<file path="src/rtl/mqtt_pkg.sv">
// Shared types and constants for the MQTT inbound packet deframer.
package mqtt_pkg;

    typedef enum logic [3:0] {
        PH_HEADER,
        PH_LENGTH,
        PH_TLEN_HI,
        PH_TLEN_LO,
        PH_TOPIC,
        PH_PKTID,
        PH_PAYLOAD,
        PH_CONNACK,
        PH_IGNORE
    } t_phase;

    typedef enum logic [3:0] {
        ROLE_HEADER  = 4'd0,
        ROLE_LENGTH  = 4'd1,
        ROLE_TLEN    = 4'd2,
        ROLE_TOPIC   = 4'd3,
        ROLE_PKTID   = 4'd4,
        ROLE_PAYLOAD = 4'd5,
        ROLE_CONNACK = 4'd6,
        ROLE_IGNORED = 4'd7,
        ROLE_HALTED  = 4'd8
    } t_role;

    localparam logic [3:0] KIND_CONNACK = 4'd2;
    localparam logic [3:0] KIND_PUBLISH = 4'd3;

    typedef struct packed {
        t_role       byte_role;
        logic [7:0]  byte_value;
        logic [3:0]  packet_kind;
        logic [1:0]  service_level;
        logic        packet_last;
        logic        publish_accepted;
        logic        ack_seen;
        logic [7:0]  ack_code;
        logic        ack_refused;
        logic        length_fault;
    } t_result;

endpackage

</file>
<file path="src/rtl/mqtt_in_if.sv">
// Byte input channel: valid/ready handshake carrying one received byte.
interface mqtt_in_if;
    logic       valid;
    logic       ready;
    logic [7:0] rx_byte;

    modport source (output valid, output rx_byte, input ready);
    modport sink   (input valid, input rx_byte, output ready);
endinterface

</file>
<file path="src/rtl/mqtt_out_if.sv">
// Result channel: valid/ready handshake carrying one tagged byte.
interface mqtt_out_if;
    logic       valid;
    logic       ready;
    logic [3:0] byte_role;
    logic [7:0] byte_value;
    logic [3:0] packet_kind;
    logic [1:0] service_level;
    logic       packet_last;
    logic       publish_accepted;
    logic       ack_seen;
    logic [7:0] ack_code;
    logic       ack_refused;
    logic       length_fault;

    modport source (
        output valid, input ready,
        output byte_role, output byte_value, output packet_kind, output service_level,
        output packet_last, output publish_accepted, output ack_seen, output ack_code,
        output ack_refused, output length_fault
    );
    modport sink (
        input valid, output ready,
        input byte_role, input byte_value, input packet_kind, input service_level,
        input packet_last, input publish_accepted, input ack_seen, input ack_code,
        input ack_refused, input length_fault
    );
endinterface

</file>
<file path="src/rtl/mqtt_res_reg.sv">
// Result register that holds one tagged byte until the sink takes it.
module mqtt_res_reg (
    input  logic             i_clk,
    input  logic             i_rst_n,
    input  logic             i_valid,
    output logic             o_ready,
    input  mqtt_pkg::t_result i_res,
    mqtt_out_if.source       o_res
);
    import mqtt_pkg::*;

    logic    r_valid;
    t_result r_res;

    // The register can load whenever it is empty or its beat leaves this cycle.
    assign o_ready = !r_valid || o_res.ready;

    always_ff @(posedge i_clk) begin
        if (!i_rst_n) begin
            r_valid <= 1'b0;
        end else if (o_ready) begin
            r_valid <= i_valid;
        end
    end

    always_ff @(posedge i_clk) begin
        if (o_ready && i_valid) begin
            r_res <= i_res;
        end
    end

    assign o_res.valid            = r_valid;
    assign o_res.byte_role        = r_res.byte_role;
    assign o_res.byte_value       = r_res.byte_value;
    assign o_res.packet_kind      = r_res.packet_kind;
    assign o_res.service_level    = r_res.service_level;
    assign o_res.packet_last      = r_res.packet_last;
    assign o_res.publish_accepted = r_res.publish_accepted;
    assign o_res.ack_seen         = r_res.ack_seen;
    assign o_res.ack_code         = r_res.ack_code;
    assign o_res.ack_refused      = r_res.ack_refused;
    assign o_res.length_fault     = r_res.length_fault;

endmodule

</file>
<file path="src/rtl/mqtt_inbound_packet_deframer_core.sv">
// MQTT 3.1.1 inbound deframer: tags each received byte with its role in the packet.
//
//   channel  | direction | payload                                  | handshake
//   i_rx     | in        | rx_byte                                  | valid/ready
//   o_res    | out       | byte_role .. length_fault (ten fields)   | valid/ready
//
// One byte is taken per cycle when not stalled; its result is registered as it is taken.
// The parser state advances in the same cycle the byte is taken, so bytes can follow
// back to back. A byte is taken while the result register is empty or being drained.
// Synchronous active-low reset clears the parser to expect a fixed header.
// Once halted (length fault or refused CONNACK) every byte is tagged as discarded.
module mqtt_inbound_packet_deframer_core #(
    parameter int MAX_LENGTH_GROUPS = 3
) (
    input  logic        i_clk,
    input  logic        i_rst_n,
    mqtt_in_if.sink     i_rx,
    mqtt_out_if.source  o_res
);
    import mqtt_pkg::*;

    localparam int LEN_W = 7 * MAX_LENGTH_GROUPS;
    localparam int GRP_W = $clog2(MAX_LENGTH_GROUPS + 1);
    localparam int CMP_W = (LEN_W > 18) ? LEN_W : 18;

    t_phase             r_phase, n_phase;
    logic [3:0]         r_kind, n_kind;
    logic [1:0]         r_level, n_level;
    logic [LEN_W-1:0]   r_left, n_left;
    logic [LEN_W-1:0]   r_total, n_total;
    logic [GRP_W-1:0]   r_group, n_group;
    logic [15:0]        r_tsize, n_tsize;
    logic [15:0]        r_tleft, n_tleft;
    logic [7:0]         r_code, n_code;
    logic               r_halted, n_halted;

    logic [7:0]         rx_b;
    logic               accept;
    logic               res_ready;
    logic               body_byte;
    logic [CMP_W-1:0]   need;
    t_result            res;

    assign rx_b       = i_rx.rx_byte;
    assign i_rx.ready = res_ready;
    assign accept     = i_rx.valid && res_ready;

    always_ff @(posedge i_clk) begin
        if (!i_rst_n) begin
            r_phase  <= PH_HEADER;
            r_kind   <= '0;
            r_level  <= '0;
            r_left   <= '0;
            r_total  <= '0;
            r_group  <= '0;
            r_tsize  <= '0;
            r_tleft  <= '0;
            r_code   <= '0;
            r_halted <= 1'b0;
        end else if (accept) begin
            r_phase  <= n_phase;
            r_kind   <= n_kind;
            r_level  <= n_level;
            r_left   <= n_left;
            r_total  <= n_total;
            r_group  <= n_group;
            r_tsize  <= n_tsize;
            r_tleft  <= n_tleft;
            r_code   <= n_code;
            r_halted <= n_halted;
        end
    end

    always_comb begin
        n_phase   = r_phase;
        n_kind    = r_kind;
        n_level   = r_level;
        n_left    = r_left;
        n_total   = r_total;
        n_group   = r_group;
        n_tsize   = r_tsize;
        n_tleft   = r_tleft;
        n_code    = r_code;
        n_halted  = r_halted;
        body_byte = 1'b0;
        need      = '0;
        res       = '0;
        res.byte_value = rx_b;
        res.byte_role  = ROLE_IGNORED;

        if (r_halted) begin
            res.byte_role = ROLE_HALTED;
        end else begin
            case (r_phase)
                PH_HEADER: begin
                    res.byte_role = ROLE_HEADER;
                    n_kind  = rx_b[7:4];
                    n_level = rx_b[2:1];
                    n_total = '0;
                    n_group = '0;
                    n_code  = '0;
                    n_tsize = '0;
                    n_tleft = '0;
                    n_phase = PH_LENGTH;
                end
                PH_LENGTH: begin
                    res.byte_role = ROLE_LENGTH;
                    if (r_group >= GRP_W'(MAX_LENGTH_GROUPS)) begin
                        res.length_fault = 1'b1;
                        n_halted = 1'b1;
                    end else begin
                        // Groups arrive least significant first.
                        for (int g = 0; g < MAX_LENGTH_GROUPS; g++) begin
                            if (r_group == GRP_W'(g)) begin
                                n_total[7*g +: 7] = r_total[7*g +: 7] | rx_b[6:0];
                            end
                        end
                        n_group = r_group + GRP_W'(1);
                        if (!rx_b[7]) begin
                            n_left = n_total;
                            if (n_total == '0) begin
                                res.packet_last = 1'b1;
                                res.ack_seen    = (r_kind == KIND_CONNACK);
                                n_phase = PH_HEADER;
                            end else if (r_kind == KIND_CONNACK) begin
                                n_phase = PH_CONNACK;
                            end else if (r_kind == KIND_PUBLISH) begin
                                n_phase = PH_TLEN_HI;
                            end else begin
                                n_phase = PH_IGNORE;
                            end
                        end
                    end
                end
                PH_CONNACK: begin
                    res.byte_role = ROLE_CONNACK;
                    body_byte = 1'b1;
                    // The return code is the second body byte.
                    if ({1'b0, r_left} + (LEN_W+1)'(1) == {1'b0, r_total}) begin
                        n_code = rx_b;
                    end
                end
                PH_TLEN_HI: begin
                    res.byte_role = ROLE_TLEN;
                    body_byte = 1'b1;
                    n_tsize = {rx_b, 8'd0};
                    n_phase = PH_TLEN_LO;
                end
                PH_TLEN_LO: begin
                    res.byte_role = ROLE_TLEN;
                    body_byte = 1'b1;
                    n_tsize = {r_tsize[15:8], rx_b};
                    need = CMP_W'(n_tsize) + CMP_W'((r_level != 2'd0) ? 4 : 2);
                    if (need <= CMP_W'(r_total)) begin
                        res.publish_accepted = 1'b1;
                        if (n_tsize != 16'd0) begin
                            n_tleft = n_tsize;
                            n_phase = PH_TOPIC;
                        end else if (r_level != 2'd0) begin
                            n_tleft = 16'd2;
                            n_phase = PH_PKTID;
                        end else begin
                            n_phase = PH_PAYLOAD;
                        end
                    end else begin
                        n_phase = PH_IGNORE;
                    end
                end
                PH_TOPIC: begin
                    res.byte_role = ROLE_TOPIC;
                    body_byte = 1'b1;
                    n_tleft = (r_tleft != 16'd0) ? r_tleft - 16'd1 : 16'd0;
                    if (n_tleft == 16'd0) begin
                        if (r_level != 2'd0) begin
                            n_tleft = 16'd2;
                            n_phase = PH_PKTID;
                        end else begin
                            n_phase = PH_PAYLOAD;
                        end
                    end
                end
                PH_PKTID: begin
                    res.byte_role = ROLE_PKTID;
                    body_byte = 1'b1;
                    n_tleft = (r_tleft != 16'd0) ? r_tleft - 16'd1 : 16'd0;
                    if (n_tleft == 16'd0) begin
                        n_phase = PH_PAYLOAD;
                    end
                end
                PH_PAYLOAD: begin
                    res.byte_role = ROLE_PAYLOAD;
                    body_byte = 1'b1;
                end
                default: begin
                    res.byte_role = ROLE_IGNORED;
                    body_byte = 1'b1;
                end
            endcase

            if (body_byte) begin
                n_left = (r_left != '0) ? r_left - LEN_W'(1) : '0;
                if (n_left == '0) begin
                    res.packet_last = 1'b1;
                    if (r_kind == KIND_CONNACK) begin
                        res.ack_seen = 1'b1;
                        res.ack_code = n_code;
                        if (n_code != 8'd0) begin
                            res.ack_refused = 1'b1;
                            n_halted = 1'b1;
                        end
                    end
                    n_phase = PH_HEADER;
                end
            end

            res.packet_kind   = n_kind;
            res.service_level = n_level;
        end
    end

    mqtt_res_reg u_res_reg (
        .i_clk   (i_clk),
        .i_rst_n (i_rst_n),
        .i_valid (i_rx.valid),
        .o_ready (res_ready),
        .i_res   (res),
        .o_res   (o_res)
    );

endmodule

</file>
<file path="src/flat_wrapper.sv">
// flat-port wrapper written by rule: the top's interface ports become plain ports
module mqtt_inbound_packet_deframer_core_flat import mqtt_pkg::*;
#(
    parameter int MAX_LENGTH_GROUPS = 3
)
  (i_clk, i_rst_n, i_rx_valid, i_rx_rx_byte, i_rx_ready, o_res_valid, o_res_ready, o_res_byte_role, o_res_byte_value, o_res_packet_kind, o_res_service_level, o_res_packet_last, o_res_publish_accepted, o_res_ack_seen, o_res_ack_code, o_res_ack_refused, o_res_length_fault);
  mqtt_in_if i_rx_i ();
  mqtt_out_if o_res_i ();
  input  logic i_clk;
  input  logic i_rst_n;
  input wire logic [$bits(i_rx_i.valid)-1:0] i_rx_valid;
  input wire logic [$bits(i_rx_i.rx_byte)-1:0] i_rx_rx_byte;
  output wire logic [$bits(i_rx_i.ready)-1:0] i_rx_ready;
  output wire logic [$bits(o_res_i.valid)-1:0] o_res_valid;
  input wire logic [$bits(o_res_i.ready)-1:0] o_res_ready;
  output wire logic [$bits(o_res_i.byte_role)-1:0] o_res_byte_role;
  output wire logic [$bits(o_res_i.byte_value)-1:0] o_res_byte_value;
  output wire logic [$bits(o_res_i.packet_kind)-1:0] o_res_packet_kind;
  output wire logic [$bits(o_res_i.service_level)-1:0] o_res_service_level;
  output wire logic [$bits(o_res_i.packet_last)-1:0] o_res_packet_last;
  output wire logic [$bits(o_res_i.publish_accepted)-1:0] o_res_publish_accepted;
  output wire logic [$bits(o_res_i.ack_seen)-1:0] o_res_ack_seen;
  output wire logic [$bits(o_res_i.ack_code)-1:0] o_res_ack_code;
  output wire logic [$bits(o_res_i.ack_refused)-1:0] o_res_ack_refused;
  output wire logic [$bits(o_res_i.length_fault)-1:0] o_res_length_fault;
  assign i_rx_i.valid = i_rx_valid;
  assign i_rx_i.rx_byte = i_rx_rx_byte;
  assign i_rx_ready = i_rx_i.ready;
  assign o_res_valid = o_res_i.valid;
  assign o_res_i.ready = o_res_ready;
  assign o_res_byte_role = o_res_i.byte_role;
  assign o_res_byte_value = o_res_i.byte_value;
  assign o_res_packet_kind = o_res_i.packet_kind;
  assign o_res_service_level = o_res_i.service_level;
  assign o_res_packet_last = o_res_i.packet_last;
  assign o_res_publish_accepted = o_res_i.publish_accepted;
  assign o_res_ack_seen = o_res_i.ack_seen;
  assign o_res_ack_code = o_res_i.ack_code;
  assign o_res_ack_refused = o_res_i.ack_refused;
  assign o_res_length_fault = o_res_i.length_fault;
  mqtt_inbound_packet_deframer_core #(.MAX_LENGTH_GROUPS(MAX_LENGTH_GROUPS)) u_core (.i_clk(i_clk), .i_rst_n(i_rst_n), .i_rx(i_rx_i), .o_res(o_res_i));
endmodule
</file>
<file path="config.mk">
export PLATFORM = sky130hd
export DESIGN_NAME = mqtt_inbound_packet_deframer_core_flat
export DESIGN_NICKNAME = d
export VERILOG_FILES = /design/src/rtl/mqtt_pkg.sv /design/src/rtl/mqtt_in_if.sv /design/src/rtl/mqtt_out_if.sv /design/src/rtl/mqtt_res_reg.sv /design/src/rtl/mqtt_inbound_packet_deframer_core.sv /design/src/flat_wrapper.sv
export SDC_FILE = /design/constraint.sdc
export NUM_CORES = 1
export LEC_CHECK = 0
export BUFFER_PORTS_ARGS = -buffer_cell sky130_fd_sc_hd__buf_4
export CORE_ASPECT_RATIO = 0.6
export CORE_MARGIN = 2
export CORE_UTILIZATION = 50
export DETAILED_ROUTE_END_ITERATION = 12
export GPL_TIMING_DRIVEN = 0
export PLACE_DENSITY_LB_ADDON = 0.05
export SLEW_MARGIN = 20
export SYNTH_ARGS = -nofsm -noshare
export SYNTH_HDL_FRONTEND = slang
export SYNTH_SLANG_ARGS = --single-unit
</file>
<file path="constraint.sdc">
create_clock -name i_clk -period 8.04 [get_ports i_clk]
set_clock_uncertainty 0.05 [all_clocks]
set_input_delay 0.804 -clock i_clk [delete_from_list [all_inputs] [get_ports i_clk]]
set_output_delay 0.804 -clock i_clk [all_outputs]
set_load 0.03 [all_outputs]
</file>
=== Word-level counts from Yosys, hierarchy flattened ===
Cells that the tools add are included.

* Output and inout bits: 33
* Logic and storage cells: 152
* Bits of input ports: 12
* Register bits: 119

* Multiplexer cells: 73
* Reductions and logical operators: 26
* Add/sub/neg operators: 5
* Order comparisons: 2
* Bitwise logic cells: 8
* Equality and inequality tests: 17

{| class="wikitable"
|+ Operators with widths
! kind !! number
|-
| 21-bit two-way mux || 6
|-
| 16-bit two-way mux || 6
|-
| 7-bit two-way mux || 12
|-
| 16-bit case mux with 4 select lines || 1
|-
| 4-bit two-way mux || 12
|-
| 16-bit case mux with 3 select lines || 1
|-
| 21-bit zero test || 2
|-
| 21-bit case mux with 2 select lines || 1
|-
| 16-bit nonzero test || 2
|-
| 10-bit two-way mux || 3
|-
| 4-bit case mux with 6 select lines || 1
|-
| 21-bit by 1-bit adder with 22-bit output, second input constant || 1
|-
| 22-bit by 21-bit equality test with 1-bit output || 1
|-
| 16-bit by 21-bit adder with 21-bit output || 1
|-
| 21-bit <= comparator || 1
|-
| 1-bit two-way mux || 21
|-
| 7-bit bitwise OR || 3
|-
| 3-bit case mux with 7 select lines || 1
|-
| 21-bit nonzero test || 1
|-
| 21-bit by 1-bit subtractor with 21-bit output, second input constant || 1
|-
| 4-bit by 2-bit equality test with 1-bit output, second input constant || 4
|-
| 4-bit by 3-bit equality test with 1-bit output, second input constant || 4
|-
| 16-bit zero test || 1
|-
| 8-bit two-way mux || 2
|-
| other kinds (27) || 42
|}

=== Logic depth before layout (Yosys ltp) ===
Gate-level depths: netlist of the first run.

* Depth in word-level cells: 13
* Mapped depth: 18
* Gate-level depth less buffers: 17

=== Cells and area by module ===
From an unflattened synthesis of the first run, not the netlist that was laid out.

* Cells, all modules: 1050
* Area, all modules: 8075.2 µm²

{| class="wikitable"
|+ By module, submodules not included
! module !! seq. area each (µm²) !! area each (µm²) !! cells each !! instances
|-
| mqtt_inbound_packet_deframer_core || 1741.7 || 7086.8 || 1014 || 1
|-
| mqtt_res_reg || 950.9 || 988.4 || 36 || 1
|}

=== Worst setup path before layout of the first run ===
No wires, ideal clock.

* Path type: input-to-reg
* Start point: input port i_rx_rx_byte[1]
* End point: register u_core.r_tleft[7]
* Data arrival time: 3.939 ns
* Slack: 3.980 ns
* Data required time: 7.920 ns
* Library setup time: 0.070 ns
* Stages: 18
* Path buffers: 3
* Path through: clkbuf_1 -> clkbuf_1 -> and2_1 -> fa_1 -> nand2_1 -> nor2_1 -> nand2_1 -> xnor2_1 -> ha_1 -> a21o_1 -> a21o_1 -> a21oi_1 -> o21a_1 -> a21oi_1 -> a21boi_1 -> clkbuf_1 -> o21ai_0 -> a21oi_1

* Longest elaborated chain between the ends: 4
* Elaborated cells on any way between the ends: 9
* Classes of those cells: 1 x add/sub; 1 x order compare; 2 x eq/ne; 3 x mux; 2 x reduce/logical

{| class="wikitable"
|+ Ends and longest elaborated chain
! item !! RTL line !! RTL
|-
| from (decl) || flat_wrapper.sv:12 || <nowiki>input wire logic [$bits(i_rx_i.rx_byte)-1:0] i_rx_rx_byte;</nowiki>
|-
| 16-bit by 21-bit adder with 21-bit output or 16-bit nonzero test (tied branches) || mqtt_inbound_packet_deframer_core.sv:153, mqtt_inbound_packet_deframer_core.sv:156 ||
|-
| 21-bit <= comparator or 16-bit two-way mux (tied branches) || mqtt_inbound_packet_deframer_core.sv:154, mqtt_inbound_packet_deframer_core.sv:156 ||
|-
| 2-bit by 1-bit inequality test with 1-bit output (no source line) or 16-bit two-way mux (tied branches) || -- ||
|-
| 5-bit AND reduction (no source line) or 16-bit case mux with 4 select lines (tied branches) || -- ||
|-
| to (signal assigned) || mqtt_inbound_packet_deframer_core.sv:68 || <nowiki>r_tleft <= n_tleft;</nowiki>
|-
| to (decl) || mqtt_inbound_packet_deframer_core.sv:33 || <nowiki>logic [15:0] r_tleft, n_tleft;</nowiki>
|}

Parallel ways exist; a longest one is shown, timed or not. The select of a mux whose other input is x is not followed.
A chain may end at the register's enable or synchronous reset.

=== Worst setup path in the final report of the first run ===
Ends and elaborated chain as after synthesis.

==> impl_metrics.csv, run 1 <==
group,metric,value,unit
routing,drc_errors,0,
global_routing,grt_antenna_before_repair,0,
timing,holdWs,429,ps
hold_path,hold_end,"u_core.r_level[1]$_SDFFE_PN0P_",
timing,tightestPinTransition,1020,ps
floorplanning,num_rows,35,
pwr,cellPowerDensity,200,nW/um2
critical_path,crit_arrival,5990,ps
cts,cts_stage_hold_buffer_count,0,
floorplanning,fp.coreArea,15600,um2
cts,clock-sinks,119,
timing,setup_viol,0,
logic_synthesis,synth_cells,1038,
routing,initialDrtViolationCount,1078,
floorplanning,die-width,168,um
cts,cts_max_level,4,
outcome,run_status,"completed",
job,max-cap-violations,0,
layout,layout.nets,1142,
timing,hold_violations,0,
logic_synthesis,asyncSetResetFlopFracSynth,0,%
global_routing,grt_pass1_vias,7496,
global_routing,grt_overflow_total,0,
critical_path,cp-start-kind,"primary input",
layout,sequential_cell_area,2690,um2
timing,post-route-period-util,70.7,%
critical_path,setup.reg_to_reg.worst_slack,2630,ps
logic_synthesis,synth.yosys.seq_area_share,33.3,%
floorplanning,die_height,102,um
placed_design,io_buffers,44,
routing,detailroute.via_count,8425,
critical_path,data_required_time_of_the_worst_path,8340,ps
floorplanning,io-pin-count,45,
floorplanning,design.die.area,17200,um2
hold_path,worstHoldStart,"u_core.r_level[1]$_SDFFE_PN0P_",
timing,maxSlewViolCount,0,
pwr,irDropWorstVdd,0.118,mV
logic_synthesis,number_of_nets_in_the_synthesized_netlist,1078,
cts,clock_path_buffers,2,
placed_design,routabilityCongestion,0.967,
pwr,leakagePower,3.47,nW
routing,detail_route.wl_per_cell,22.0,um
critical_path,r2r_start,"u_core.r_level[0]$_SDFFE_PN0P_",
placed_design,dp_hpwl,21.7,mm
critical_path,critPathKind,"primary input to flip-flop",
layout,drive_gt1_share,11.3,%
critical_path,timing.critical_path.fanout_max,10,
routing,final_antenna_net_count,0,
layout,antenna_cells,0,
logic_synthesis,synth-edff-count,31,
timing,fmax,0.176,GHz
cts,post-cts-setup-buffer-count,0,
cts,clkLatencyLatePin,420,ps
layout,flow.area_growth_from_synthesis,14.7,%
cts,cts_inserted_buffers,17,
critical_path,worstRegToRegCells,18,
logic_synthesis,postSynthRegisterBits,119,
logic_synthesis,netlist_area_before_placement,8080,um2
routing,routed_via_density,6.39,
hold_path,min_delay_path_depth,2,
floorplanning,starting_utilization_of_the_core_area,51.8,%
layout,multi_input_area,4860,um2
timing,worst_slew_margin_rel,31.8,%
timing,fin_tns_setup,0,ps
critical_path,timing.critical_path.to_type,"flip-flop",
logic_synthesis,yosysWarningCount,0,
global_routing,grt_first_pass_wirelength,44.7,mm
hold_path,holdCritPathClass,"flip-flop to flip-flop",
cts,clk_pin_slew_worst_paths,70,ps
critical_path,worstReg2RegEnd,"u_core.r_tleft[7]$_SDFFE_PN0P_",
logic_synthesis,yosys.cell_types.count,78,
routing,length_of_the_first_detailed_routing_pass_in_iterations,8,
global_routing,grt_use_total,34.3,%
logic_synthesis,avgSynthCellArea,7.78,um2
cts,ctsResizeCount,0,
layout,fill_cells,1484,
timing,rsz0062_at_grt,"false",
cts,cts_root_buffer,"sky130_fd_sc_hd__clkbuf_16",
timing,layout_min_cycle_time,5690,ps
placed_design,dp.cells,1286,
logic_synthesis,synth_top_flop_cell,"sky130_fd_sc_hd__dfxtp_1",
cts,cts_tree,"built",
routing,detail_route.wirelength,28.9,mm
layout,final-instance-count-excl-fill,1318,
global_routing,grt_max_degree,33,
## report_power, final
part	switching, mW	internal (mW)	total [mW]
clock	0.351	0.413	0.764
sequential	0.0181	0.642	0.660
combinational	0.284	0.146	0.430
## layout by cell type (no fill, tap or decap), types with 13 or more instances in the layout
cell                        instances
sky130_fd_sc_hd__a21oi_1          106
sky130_fd_sc_hd__and2_1            13
sky130_fd_sc_hd__and3_1            15
sky130_fd_sc_hd__buf_4             45
sky130_fd_sc_hd__clkbuf_1          68
sky130_fd_sc_hd__clkbuf_16         17
sky130_fd_sc_hd__dfxtp_1           88
sky130_fd_sc_hd__edfxtp_1          31
sky130_fd_sc_hd__ha_1              27
sky130_fd_sc_hd__inv_1             37
sky130_fd_sc_hd__nand2_1           95
sky130_fd_sc_hd__nand3_1           36
sky130_fd_sc_hd__nand4_1           28
sky130_fd_sc_hd__nor2_1            92
sky130_fd_sc_hd__nor3_1            36
sky130_fd_sc_hd__nor4_1            25
sky130_fd_sc_hd__o21ai_0           60
sky130_fd_sc_hd__xnor2_1           29
sky130_fd_sc_hd__xor2_1            21
## worst max-delay path by stage
stage                    startpoint                              to  slack [ps]  cells after the start
floorplan           i_rx_rx_byte[1]  u_core.r_tleft[7]$_SDFFE_PN0P_        3980                     18
finish              i_rx_rx_byte[1]  u_core.r_tleft[7]$_SDFFE_PN0P_        2350                     19
global route        i_rx_rx_byte[1]  u_core.r_tleft[7]$_SDFFE_PN0P_        2190                     19
CTS                 i_rx_rx_byte[1]  u_core.r_tleft[7]$_SDFFE_PN0P_        2660                     19
detailed placement  i_rx_rx_byte[1]  u_core.r_tleft[7]$_SDFFE_PN0P_        2260                     19
global placement    i_rx_rx_byte[1]  u_core.r_tleft[7]$_SDFFE_PN0P_        2190                     19
## Yosys cell counts (7+ instances only)
library cell / count / share of area, %
sky130_fd_sc_hd__buf_2: 12 / 0.74
sky130_fd_sc_hd__a22oi_1: 12 / 1.1
sky130_fd_sc_hd__edfxtp_1: 31 / 12
sky130_fd_sc_hd__a31oi_1: 9 / 0.70
sky130_fd_sc_hd__nand3_1: 36 / 2.2
sky130_fd_sc_hd__a21o_1: 9 / 0.84
sky130_fd_sc_hd__nor4_1: 26 / 2.0
sky130_fd_sc_hd__and3_1: 15 / 1.2
sky130_fd_sc_hd__dfxtp_1: 88 / 22
sky130_fd_sc_hd__a21oi_1: 106 / 6.6
sky130_fd_sc_hd__nor2_1: 92 / 4.3
sky130_fd_sc_hd__xnor2_1: 29 / 3.1
sky130_fd_sc_hd__and2_1: 13 / 1.0
sky130_fd_sc_hd__clkbuf_1: 69 / 3.2
sky130_fd_sc_hd__ha_1: 27 / 4.2
sky130_fd_sc_hd__nand4_1: 28 / 2.2
sky130_fd_sc_hd__nand2_1: 95 / 4.4
sky130_fd_sc_hd__o21ai_0: 60 / 3.7
sky130_fd_sc_hd__nor2_2: 10 / 0.77
sky130_fd_sc_hd__o31ai_1: 8 / 0.74
sky130_fd_sc_hd__nor3_1: 36 / 2.2
sky130_fd_sc_hd__inv_1: 37 / 1.7
sky130_fd_sc_hd__nand2b_1: 8 / 0.62
sky130_fd_sc_hd__xor2_1: 21 / 2.3
sky130_fd_sc_hd__mux2i_1: 12 / 1.5
sky130_fd_sc_hd__o22ai_1: 7 / 0.54
sky130_fd_sc_hd__or3_1: 12 / 0.93
sky130_fd_sc_hd__a211oi_1: 12 / 1.1
## layout make-up
type | count | area share, %
repair buffers | 45 | 3.78
clock buffers | 17 | 4.59
inverters | 38 | 1.54
flip-flops and latches | 119 | 29.0
plain buffers | 91 | 4.23
multi-input cells | 790 | 52.4
clock inverters | 15 | 1.65
well taps | 203 | 2.74
## stage by stage
| step | area, um2 | power, mW | setup WS, ps | utilization (%) |
|---|---|---|---|---|
| global route | 9270 | 1.92 | 2190 | 59.5 |
| finish | 9270 | 1.85 | 2350 | 59.5 |
| global placement | 8660 | 1.08 | 2190 | 55.6 |
| CTS | 9260 | 1.84 | 2660 | 59.4 |
| floorplan | 8080 | 0.961 | 3980 | - |
| detailed placement | 8680 | 1.08 | 2260 | 55.7 |
## layer usage
metal | global-route usage, % | wire [um]
met5 | 0 | 0
met4 | 6.30 | 194
met3 | 12.1 | 4200
met2 | 44.3 | 10600
met1 | 53.6 | 14000
## sequential cells by signal (all words and copies together), names as in the netlist, 2 cells and up
name and cells:
u_core.u_res_reg.o_res.byte_value 8, u_core.u_res_reg.o_res.service_level 2, u_core.r_kind 4, u_core.r_phase 4
u_core.r_group 2, u_core.r_level 2, u_core.r_total 21, u_core.r_tleft 16
u_core.r_tsize 8, u_core.r_left 21, u_core.r_code 8, u_core.u_res_reg.o_res.byte_role 4
u_core.u_res_reg.o_res.packet_kind 4, u_core.u_res_reg.o_res.ack_code 8
## kinds of logic after synthesis
| family | count (synthesis) | synth area share (%) |
|---|---|---|
| AOI/OAI and AO/OA | 277 | 21.1 |
| xor gates and xnor gates | 50 | 5.42 |
| adders and majority gates | 28 | 4.43 |
| buffers and inverters | 129 | 6.60 |
| DFF | 119 | 33.3 |
| muxes | 14 | 1.77 |
| and+or+nand+nor | 421 | 27.3 |
## worst max-delay path: stages
cell and delay (ps):
sky130_fd_sc_hd__buf_4 90, sky130_fd_sc_hd__clkbuf_1 410, sky130_fd_sc_hd__clkbuf_1 640, sky130_fd_sc_hd__and2_1 240
sky130_fd_sc_hd__fa_1 350, sky130_fd_sc_hd__nand2_1 80, sky130_fd_sc_hd__nor2_1 310, sky130_fd_sc_hd__nand4_1 160
sky130_fd_sc_hd__xnor2_1 170, sky130_fd_sc_hd__ha_1 300, sky130_fd_sc_hd__nand4_1 140, sky130_fd_sc_hd__nor2_1 400
sky130_fd_sc_hd__nand4b_1 210, sky130_fd_sc_hd__nand2_1 110, sky130_fd_sc_hd__a21oi_1 130, sky130_fd_sc_hd__a21boi_1 680
sky130_fd_sc_hd__clkbuf_1 440, sky130_fd_sc_hd__o21ai_0 170, sky130_fd_sc_hd__a21oi_1 160
No activity file was read; power rests on OpenSTA's default activity.
==> run 2, diff against run 1 <==
--- a/config.mk
+++ b/config.mk
@@ -5,6 +5,7 @@
 export SDC_FILE = /design/constraint.sdc
 export NUM_CORES = 1
 export LEC_CHECK = 0
+export ABC_AREA = 1
 export BUFFER_PORTS_ARGS = -buffer_cell sky130_fd_sc_hd__buf_4
 export CORE_ASPECT_RATIO = 0.6
 export CORE_MARGIN = 2
==> constraint.sdc (replaced) <==
create_clock -name i_clk -period 5.6 [get_ports i_clk]
set_clock_uncertainty 0.05 [all_clocks]
set_input_delay 0.56 -clock i_clk [delete_from_list [all_inputs] [get_ports i_clk]]
set_output_delay 0.56 -clock i_clk [all_outputs]
set_load 0.03 [all_outputs]
==> run 2 against run 1 <==
Effect of this change: count of clock-buffer cells in the layout is the same; die area grew 3.9%; cell count grew 18%; combinational power grew 73%; critical path depth grew 8; area after synthesis grew 4.1%; via count grew 5.5%; largest power group unchanged.
==> impl_metrics.csv, run 2 <==
group,metric,value,unit
global_routing,grt_first_pass_wirelength,46.1,mm
timing,maxSlewViolCount,0,
layout,antenna_cells,0,
critical_path,worstReg2RegEnd,"u_core.r_tleft[7]$_SDFFE_PN0P_",
routing,initialDrtViolationCount,1142,
layout,drive_gt1_share,11.9,%
pwr,irDropWorstVdd,0.227,mV
timing,fmax,0.199,GHz
job,max-cap-violations,0,
logic_synthesis,asyncSetResetFlopFracSynth,0,%
logic_synthesis,synth.yosys.seq_area_share,32.0,%
logic_synthesis,synth.top_cell.area_share,21.0,%
critical_path,timing.critical_path.to_type,"flip-flop",
logic_synthesis,synth_top_flop_cell,"sky130_fd_sc_hd__dfxtp_1",
floorplanning,die_height,104,um
cts,cts_max_level,4,
routing,detailroute.via_count,8887,
hold_path,holdCritPathClass,"primary input to flip-flop",
floorplanning,num_rows,36,
routing,length_of_the_first_detailed_routing_pass_in_iterations,7,
critical_path,r2r_start,"u_core.r_level[0]$_SDFFE_PN0P_",
logic_synthesis,yosysWarningCount,0,
global_routing,grt_use_total,34.4,%
critical_path,cp-start-kind,"flip-flop",
layout,layout_common_cells,"sky130_fd_sc_hd__nand2_1 (279), sky130_fd_sc_hd__inv_1 (165), sky130_fd_sc_hd__nor2_1 (161), sky130_fd_sc_hd__dfxtp_1 (88), sky130_fd_sc_hd__a21oi_1 (86)",
pwr,cellPowerDensity,290,nW/um2
global_routing,grt_overflow_total,0,
timing,rsz0062_at_grt,"false",
floorplanning,fp.coreArea,16400,um2
logic_synthesis,post_synth_main_area_contributors,"sky130_fd_sc_hd__dfxtp_1 (21%), sky130_fd_sc_hd__nand2_1 (12%), sky130_fd_sc_hd__edfxtp_1 (11%)",
floorplanning,starting_utilization_of_the_core_area,51.4,%
critical_path,slowest_cell_on_the_critical_path,"sky130_fd_sc_hd__nor4_1",
timing,holdWs,274,ps
floorplanning,design.die.area,17900,um2
logic_synthesis,yosys.cell_types.count,49,
outcome,run_status,"completed",
logic_synthesis,synth.top_cells.by_count,"sky130_fd_sc_hd__nand2_1 (279), sky130_fd_sc_hd__inv_1 (166), sky130_fd_sc_hd__nor2_1 (161), sky130_fd_sc_hd__dfxtp_1 (88), sky130_fd_sc_hd__a21oi_1 (86)",
critical_path,crit_arrival,5320,ps
global_routing,grt_antenna_before_repair,0,
critical_path,cell_family_with_the_largest_share_of_critical_path_delay,"simple AND/OR/NAND/NOR gates",
hold_path,worstHoldStart,"i_rx_rx_byte[3]",
logic_synthesis,netlist_area_before_placement,8410,um2
floorplanning,die-width,171,um
cts,clock_path_buffers,2,
hold_path,min_delay_path_depth,1,
layout,mostFrequentLayoutCell,"sky130_fd_sc_hd__nand2_1",
routing,final_antenna_net_count,0,
placed_design,io_buffers,43,
critical_path,path_buf_inv,6,
timing,fin_tns_setup,0,ps
critical_path,setup.reg_to_reg.worst_slack,580,ps
layout,flow.area_growth_from_synthesis,14.2,%
pwr,leakagePower,4.31,nW
placed_design,placement.cell_area,9010,um2
timing,layout_min_cycle_time,5020,ps
timing,setup_viol,0,
global_routing,grt_max_degree,33,
floorplanning,io-pin-count,45,
routing,drc_errors,0,
cts,cts_tree,"built",
timing,hold_violations,0,
timing,tightestPinTransition,795,ps
critical_path,worstRegToRegCells,27,
layout,final_core_util,58.7,%
logic_synthesis,synth-edff-count,31,
placed_design,routabilityCongestion,0.987,
cts,clkLatencyLatePin,430,ps
cts,cts_root_buffer,"sky130_fd_sc_hd__clkbuf_16",
critical_path,data_required_time_of_the_worst_path,5900,ps
logic_synthesis,postSynthRegisterBits,119,
logic_synthesis,avgSynthCellArea,6.68,um2
routing,detail_route.wirelength,29.8,mm
layout,final_area,9600,um2
placed_design,dp_hpwl,23.3,mm
timing,post-route-period-util,89.7,%
critical_path,crit_path_frequent_cell,"sky130_fd_sc_hd__nor2_1",
critical_path,max_stage_delay,350,ps
timing,worst_slew_margin_rel,46.9,%
routing,routed_via_density,5.69,
hold_path,hold_end,"u_core.u_res_reg.o_res.byte_value[3]$_DFFE_PP_",
logic_synthesis,synth_cells,1258,
logic_synthesis,synth.most_common_cell,"sky130_fd_sc_hd__nand2_1",
logic_synthesis,number_of_nets_in_the_synthesized_netlist,1298,
cts,clk_pin_slew_worst_paths,60,ps
cts,cts_inserted_buffers,17,
critical_path,timing.critical_path.depth,27,
logic_synthesis,synth_largest_area_cell,"sky130_fd_sc_hd__dfxtp_1",
critical_path,critPathKind,"flip-flop to flip-flop",
layout,largestRegisters,"u_core.r_left (21), u_core.r_total (21), u_core.r_tleft (16)",
global_routing,grt_pass1_vias,7856,
layout,layout.nets,1360,
routing,detail_route.wl_per_cell,19.1,um
cts,clock-sinks,119,
critical_path,timing.critical_path.fanout_max,10,
## run 2: cell types whose count changed after synthesis, moves of 21 or more
cell / previous run / this run
sky130_fd_sc_hd__clkbuf_1: 69 / 28
sky130_fd_sc_hd__inv_1: 37 / 166
sky130_fd_sc_hd__nand2_1: 95 / 279
sky130_fd_sc_hd__nand3_1: 36 / 72
sky130_fd_sc_hd__nor2_1: 92 / 161
sky130_fd_sc_hd__nor4_1: 26 / 5
## run 2: metrics by stage
stage          setup slack [ps]  power, mW  std cells
6_report                    577       2.78       1561
4_1_cts                     673       2.76       1561
3_5_place_dp                581       1.67       1529
5_1_grt                     117       2.90       1561
2_1_floorplan              1810       1.46       1258
3_3_place_gp                630       1.67       1529
## run 2: cells by family after synthesis
family | count (synthesis) | synth area share [%]
XOR/XNOR | 42 | 4.38
adder cells (fa/ha/maj) | 28 | 4.26
buffers and inverters | 226 | 10.7
AO/OA/AOI/OAI | 217 | 15.3
AND/OR/NAND/NOR | 626 | 33.4
flip-flops | 119 | 32.0
## run 2: how the worst max path moves through the flow
stage | slack (ps) | startpoint | to
6_report | 580 | u_core.r_level[0]$_SDFFE_PN0P_ | u_core.r_tleft[7]$_SDFFE_PN0P_
5_1_grt | 120 | u_core.r_level[0]$_SDFFE_PN0P_ | u_core.r_tleft[10]$_SDFFE_PN0P_
4_1_cts | 670 | u_core.r_level[0]$_SDFFE_PN0P_ | u_core.r_tleft[7]$_SDFFE_PN0P_
3_5_place_dp | 580 | i_rx_rx_byte[1] | u_core.r_tleft[9]$_SDFFE_PN0P_
3_3_place_gp | 630 | i_rx_rx_byte[1] | u_core.r_tleft[7]$_SDFFE_PN0P_
2_1_floorplan | 1810 | i_rx_rx_byte[1] | u_core.r_tleft[10]$_SDFFE_PN0P_
## run 2: per-layer routing
metal / part of all wire, % / vias to the layer above / global-route usage [%]
met1: 49 / 4054 / 56.4
li1: - / 4268 / -
met3: 16 / 38 / 14.6
met4: 1.4 / 0 / 6.66
met2: 33 / 527 / 39.3
met5: 0 / - / 0
## run 2: area by class of cell
type                    instances  area [um2]
inverters                     177         667
fillers                      1612        6750
well taps                     228         285
clock buffers                  17         425
repair buffers                 43         323
flip-flops and latches        119        2690
plain buffers                  49         229
clock inverters                15         153
multi-input cells             913        4820
## run 2: what timing repair did
action | 4_1_cts | 5_1_grt
hold buffers | 0 | 0
setup endpoints to repair | 0 | 9
buffers inserted | 0 | 0
resized for setup | 0 | 1
## run 2: where the power goes
group | switching [mW] | leakage [nW] | total, mW | internal (mW)
sequential | 0.0268 | 1.02 | 0.948 | 0.922
clock | 0.439 | 0.275 | 1.09 | 0.654
combinational | 0.526 | 3.01 | 0.742 | 0.217
==> run 3, diff against run 2 <==
--- a/config.mk
+++ b/config.mk
@@ -7,6 +7,7 @@
 export LEC_CHECK = 0
 export ABC_AREA = 1
 export BUFFER_PORTS_ARGS = -buffer_cell sky130_fd_sc_hd__buf_4
+export CAP_MARGIN = 20
 export CORE_ASPECT_RATIO = 0.6
 export CORE_MARGIN = 2
 export CORE_UTILIZATION = 50
==> constraint.sdc (replaced) <==
create_clock -name i_clk -period 5.8 [get_ports i_clk]
set_clock_uncertainty 0.05 [all_clocks]
set_input_delay 0.58 -clock i_clk [delete_from_list [all_inputs] [get_ports i_clk]]
set_output_delay 0.58 -clock i_clk [all_outputs]
set_load 0.03 [all_outputs]
==> run 3 against run 2 <==
Effect of this change: via count rose by 0.60%; non-clock buffer count is the same; global-route usage stayed put; flip-flop and latch count did not move; critical path type unchanged.
==> impl_metrics.csv, run 3 (same netlist as run 2, synthesis figures left out) <==
group,metric,value,unit
placed_design,dp_hpwl,23.3,mm
cts,cts_inserted_buffers,17,
layout,antenna_cells,0,
floorplanning,design.die.area,17900,um2
timing,post-route-period-util,88.8,%
pwr,leakagePower,4.31,nW
cts,cts_max_level,4,
critical_path,cell_family_with_the_largest_share_of_critical_path_delay,"simple AND/OR/NAND/NOR gates",
global_routing,grt_pass1_vias,7856,
cts,clk_pin_slew_worst_paths,60,ps
job,max-cap-violations,0,
timing,holdWs,292,ps
timing,layout_min_cycle_time,5150,ps
layout,layout.nets,1360,
layout,layout_common_cells,"sky130_fd_sc_hd__nand2_1 (279), sky130_fd_sc_hd__inv_1 (165), sky130_fd_sc_hd__nor2_1 (161), sky130_fd_sc_hd__dfxtp_1 (88), sky130_fd_sc_hd__a21oi_1 (86)",
floorplanning,die_height,104,um
critical_path,crit_path_frequent_cell,"sky130_fd_sc_hd__nor2_1",
critical_path,max_stage_delay,360,ps
cts,post-cts-setup-buffer-count,0,
layout,largestRegisters,"u_core.r_left (21), u_core.r_total (21), u_core.r_tleft (16)",
critical_path,cp-start-kind,"flip-flop",
routing,drc_errors,0,
routing,detail_route.wl_per_cell,19.1,um
critical_path,critPathKind,"flip-flop to flip-flop",
hold_path,holdCritPathClass,"primary input to flip-flop",
cts,clock_path_buffers,2,
layout,flow.area_growth_from_synthesis,14.1,%
floorplanning,fp.coreArea,16400,um2
placed_design,routabilityCongestion,0.987,
cts,clock-sinks,119,
critical_path,timing.critical_path.to_type,"flip-flop",
pwr,cellPowerDensity,280,nW/um2
global_routing,grt_first_pass_wirelength,46.1,mm
outcome,run_status,"completed",
critical_path,data_required_time_of_the_worst_path,6100,ps
global_routing,grt_use_total,34.4,%
critical_path,path_buf_inv,6,
floorplanning,starting_utilization_of_the_core_area,51.4,%
routing,detailroute.via_count,8940,
cts,ctsResizeCount,0,
global_routing,grt_overflow_total,0,
timing,setup_viol,0,
timing,fin_tns_setup,0,ps
cts,clkLatencyLatePin,430,ps
timing,rsz0062_at_grt,"false",
critical_path,slowest_cell_on_the_critical_path,"sky130_fd_sc_hd__nor4_1",
floorplanning,io-pin-count,45,
global_routing,grt_antenna_before_repair,0,
floorplanning,num_rows,36,
routing,detail_route.wirelength,29.8,mm
cts,cts_tree,"built",
timing,fmax,0.194,GHz
timing,hold_violations,0,
cts,cts_stage_hold_buffer_count,0,
layout,mostFrequentLayoutCell,"sky130_fd_sc_hd__nand2_1",
routing,length_of_the_first_detailed_routing_pass_in_iterations,5,
routing,routed_via_density,5.73,
placed_design,io_buffers,43,
pwr,irDropWorstVdd,0.219,mV
routing,final_antenna_net_count,0,
cts,cts_root_buffer,"sky130_fd_sc_hd__clkbuf_16",
floorplanning,die-width,171,um
timing,tightestPinTransition,794,ps
critical_path,crit_arrival,5450,ps
critical_path,timing.critical_path.fanout_max,10,
layout,drive_gt1_share,11.8,%
timing,maxSlewViolCount,0,
global_routing,grt_max_degree,33,
timing,worst_slew_margin_rel,47.0,%
routing,initialDrtViolationCount,1089,
run 3: cell counts in the layout (fill, tap and decap cells not counted):
No cell type changed its count.
run 3: final cells by class:
cell class / count / area, um2
timing repair buffer: 43 / 323
fill: 1613 / 6760
sequential: 119 / 2690
buffer: 49 / 229
multi-input combinational: 913 / 4820
inverter: 177 / 667
clock inverter: 15 / 153
tap: 228 / 285
clock buffer: 17 / 425
run 3: per-stage QoR:
step / total power [mW] / area [um2] / utilization (%) / std cells / setup WS (ps)
floorplan: 1.41 / 8410 / - / 1258 / 1990
global placement: 1.61 / 9010 / 55.1 / 1529 / 810
detailed placement: 1.61 / 9010 / 55.1 / 1529 / 761
CTS: 2.67 / 9590 / 58.7 / 1561 / 873
global route: 2.80 / 9590 / 58.7 / 1561 / 168
finish: 2.69 / 9590 / 58.7 / 1561 / 652
run 3: final timing paths:
check | from | to | slack (ps) | cells past startpoint
worst max-delay path | u_core.r_level[0]$_SDFFE_PN0P_ | u_core.r_tleft[8]$_SDFFE_PN0P_ | 650 | 27
worst max register to register | u_core.r_level[0]$_SDFFE_PN0P_ | u_core.r_tleft[8]$_SDFFE_PN0P_ | 650 | 27
worst min register to register | u_core.r_tleft[0]$_SDFFE_PN0P_ | u_core.r_tleft[0]$_SDFFE_PN0P_ | 420 | 2
worst min-delay path | i_rx_rx_byte[3] | u_core.u_res_reg.o_res.byte_value[3]$_DFFE_PP_ | 290 | 1
run 3: power breakdown:
group	switching, mW	leakage [nW]	total [mW]	internal [mW]
clock	0.424	0.275	1.06	0.631
sequential	0.0260	1.02	0.916	0.890
combinational	0.510	3.01	0.719	0.209
total	0.960	4.31	2.69	1.73
run 3: layer usage:
| layer | routed length [um] | global-route usage [%] |
|---|---|---|
| met1 | 14800 | 56.4 |
| met2 | 10000 | 39.3 |
| met3 | 4590 | 14.6 |
| met4 | 372 | 6.66 |
| met5 | 0 | 0 |
run 3: worst reg2reg max path, stage by stage, from the launching register on:
cell	delay (ps)
sky130_fd_sc_hd__dfxtp_1	330
sky130_fd_sc_hd__nor2_2	280
sky130_fd_sc_hd__inv_1	170
sky130_fd_sc_hd__nor2_1	240
sky130_fd_sc_hd__fa_1	260
sky130_fd_sc_hd__nand2_1	70
sky130_fd_sc_hd__nor2_1	190
sky130_fd_sc_hd__nand3_1	170
sky130_fd_sc_hd__nor3_1	330
sky130_fd_sc_hd__nand3_1	150
sky130_fd_sc_hd__nor2_1	110
sky130_fd_sc_hd__inv_1	80
sky130_fd_sc_hd__nor2_1	120
sky130_fd_sc_hd__inv_1	70
sky130_fd_sc_hd__nor2_1	80
sky130_fd_sc_hd__nor2_1	60
sky130_fd_sc_hd__ha_1	300
sky130_fd_sc_hd__nand2_1	60
sky130_fd_sc_hd__inv_1	80
sky130_fd_sc_hd__nand3_1	70
sky130_fd_sc_hd__nor4_1	360
sky130_fd_sc_hd__nand4_1	240
sky130_fd_sc_hd__nand3_1	230
sky130_fd_sc_hd__nand2_1	240
sky130_fd_sc_hd__inv_1	270
sky130_fd_sc_hd__buf_2	260
sky130_fd_sc_hd__nand2_1	100
sky130_fd_sc_hd__a21oi_1	120
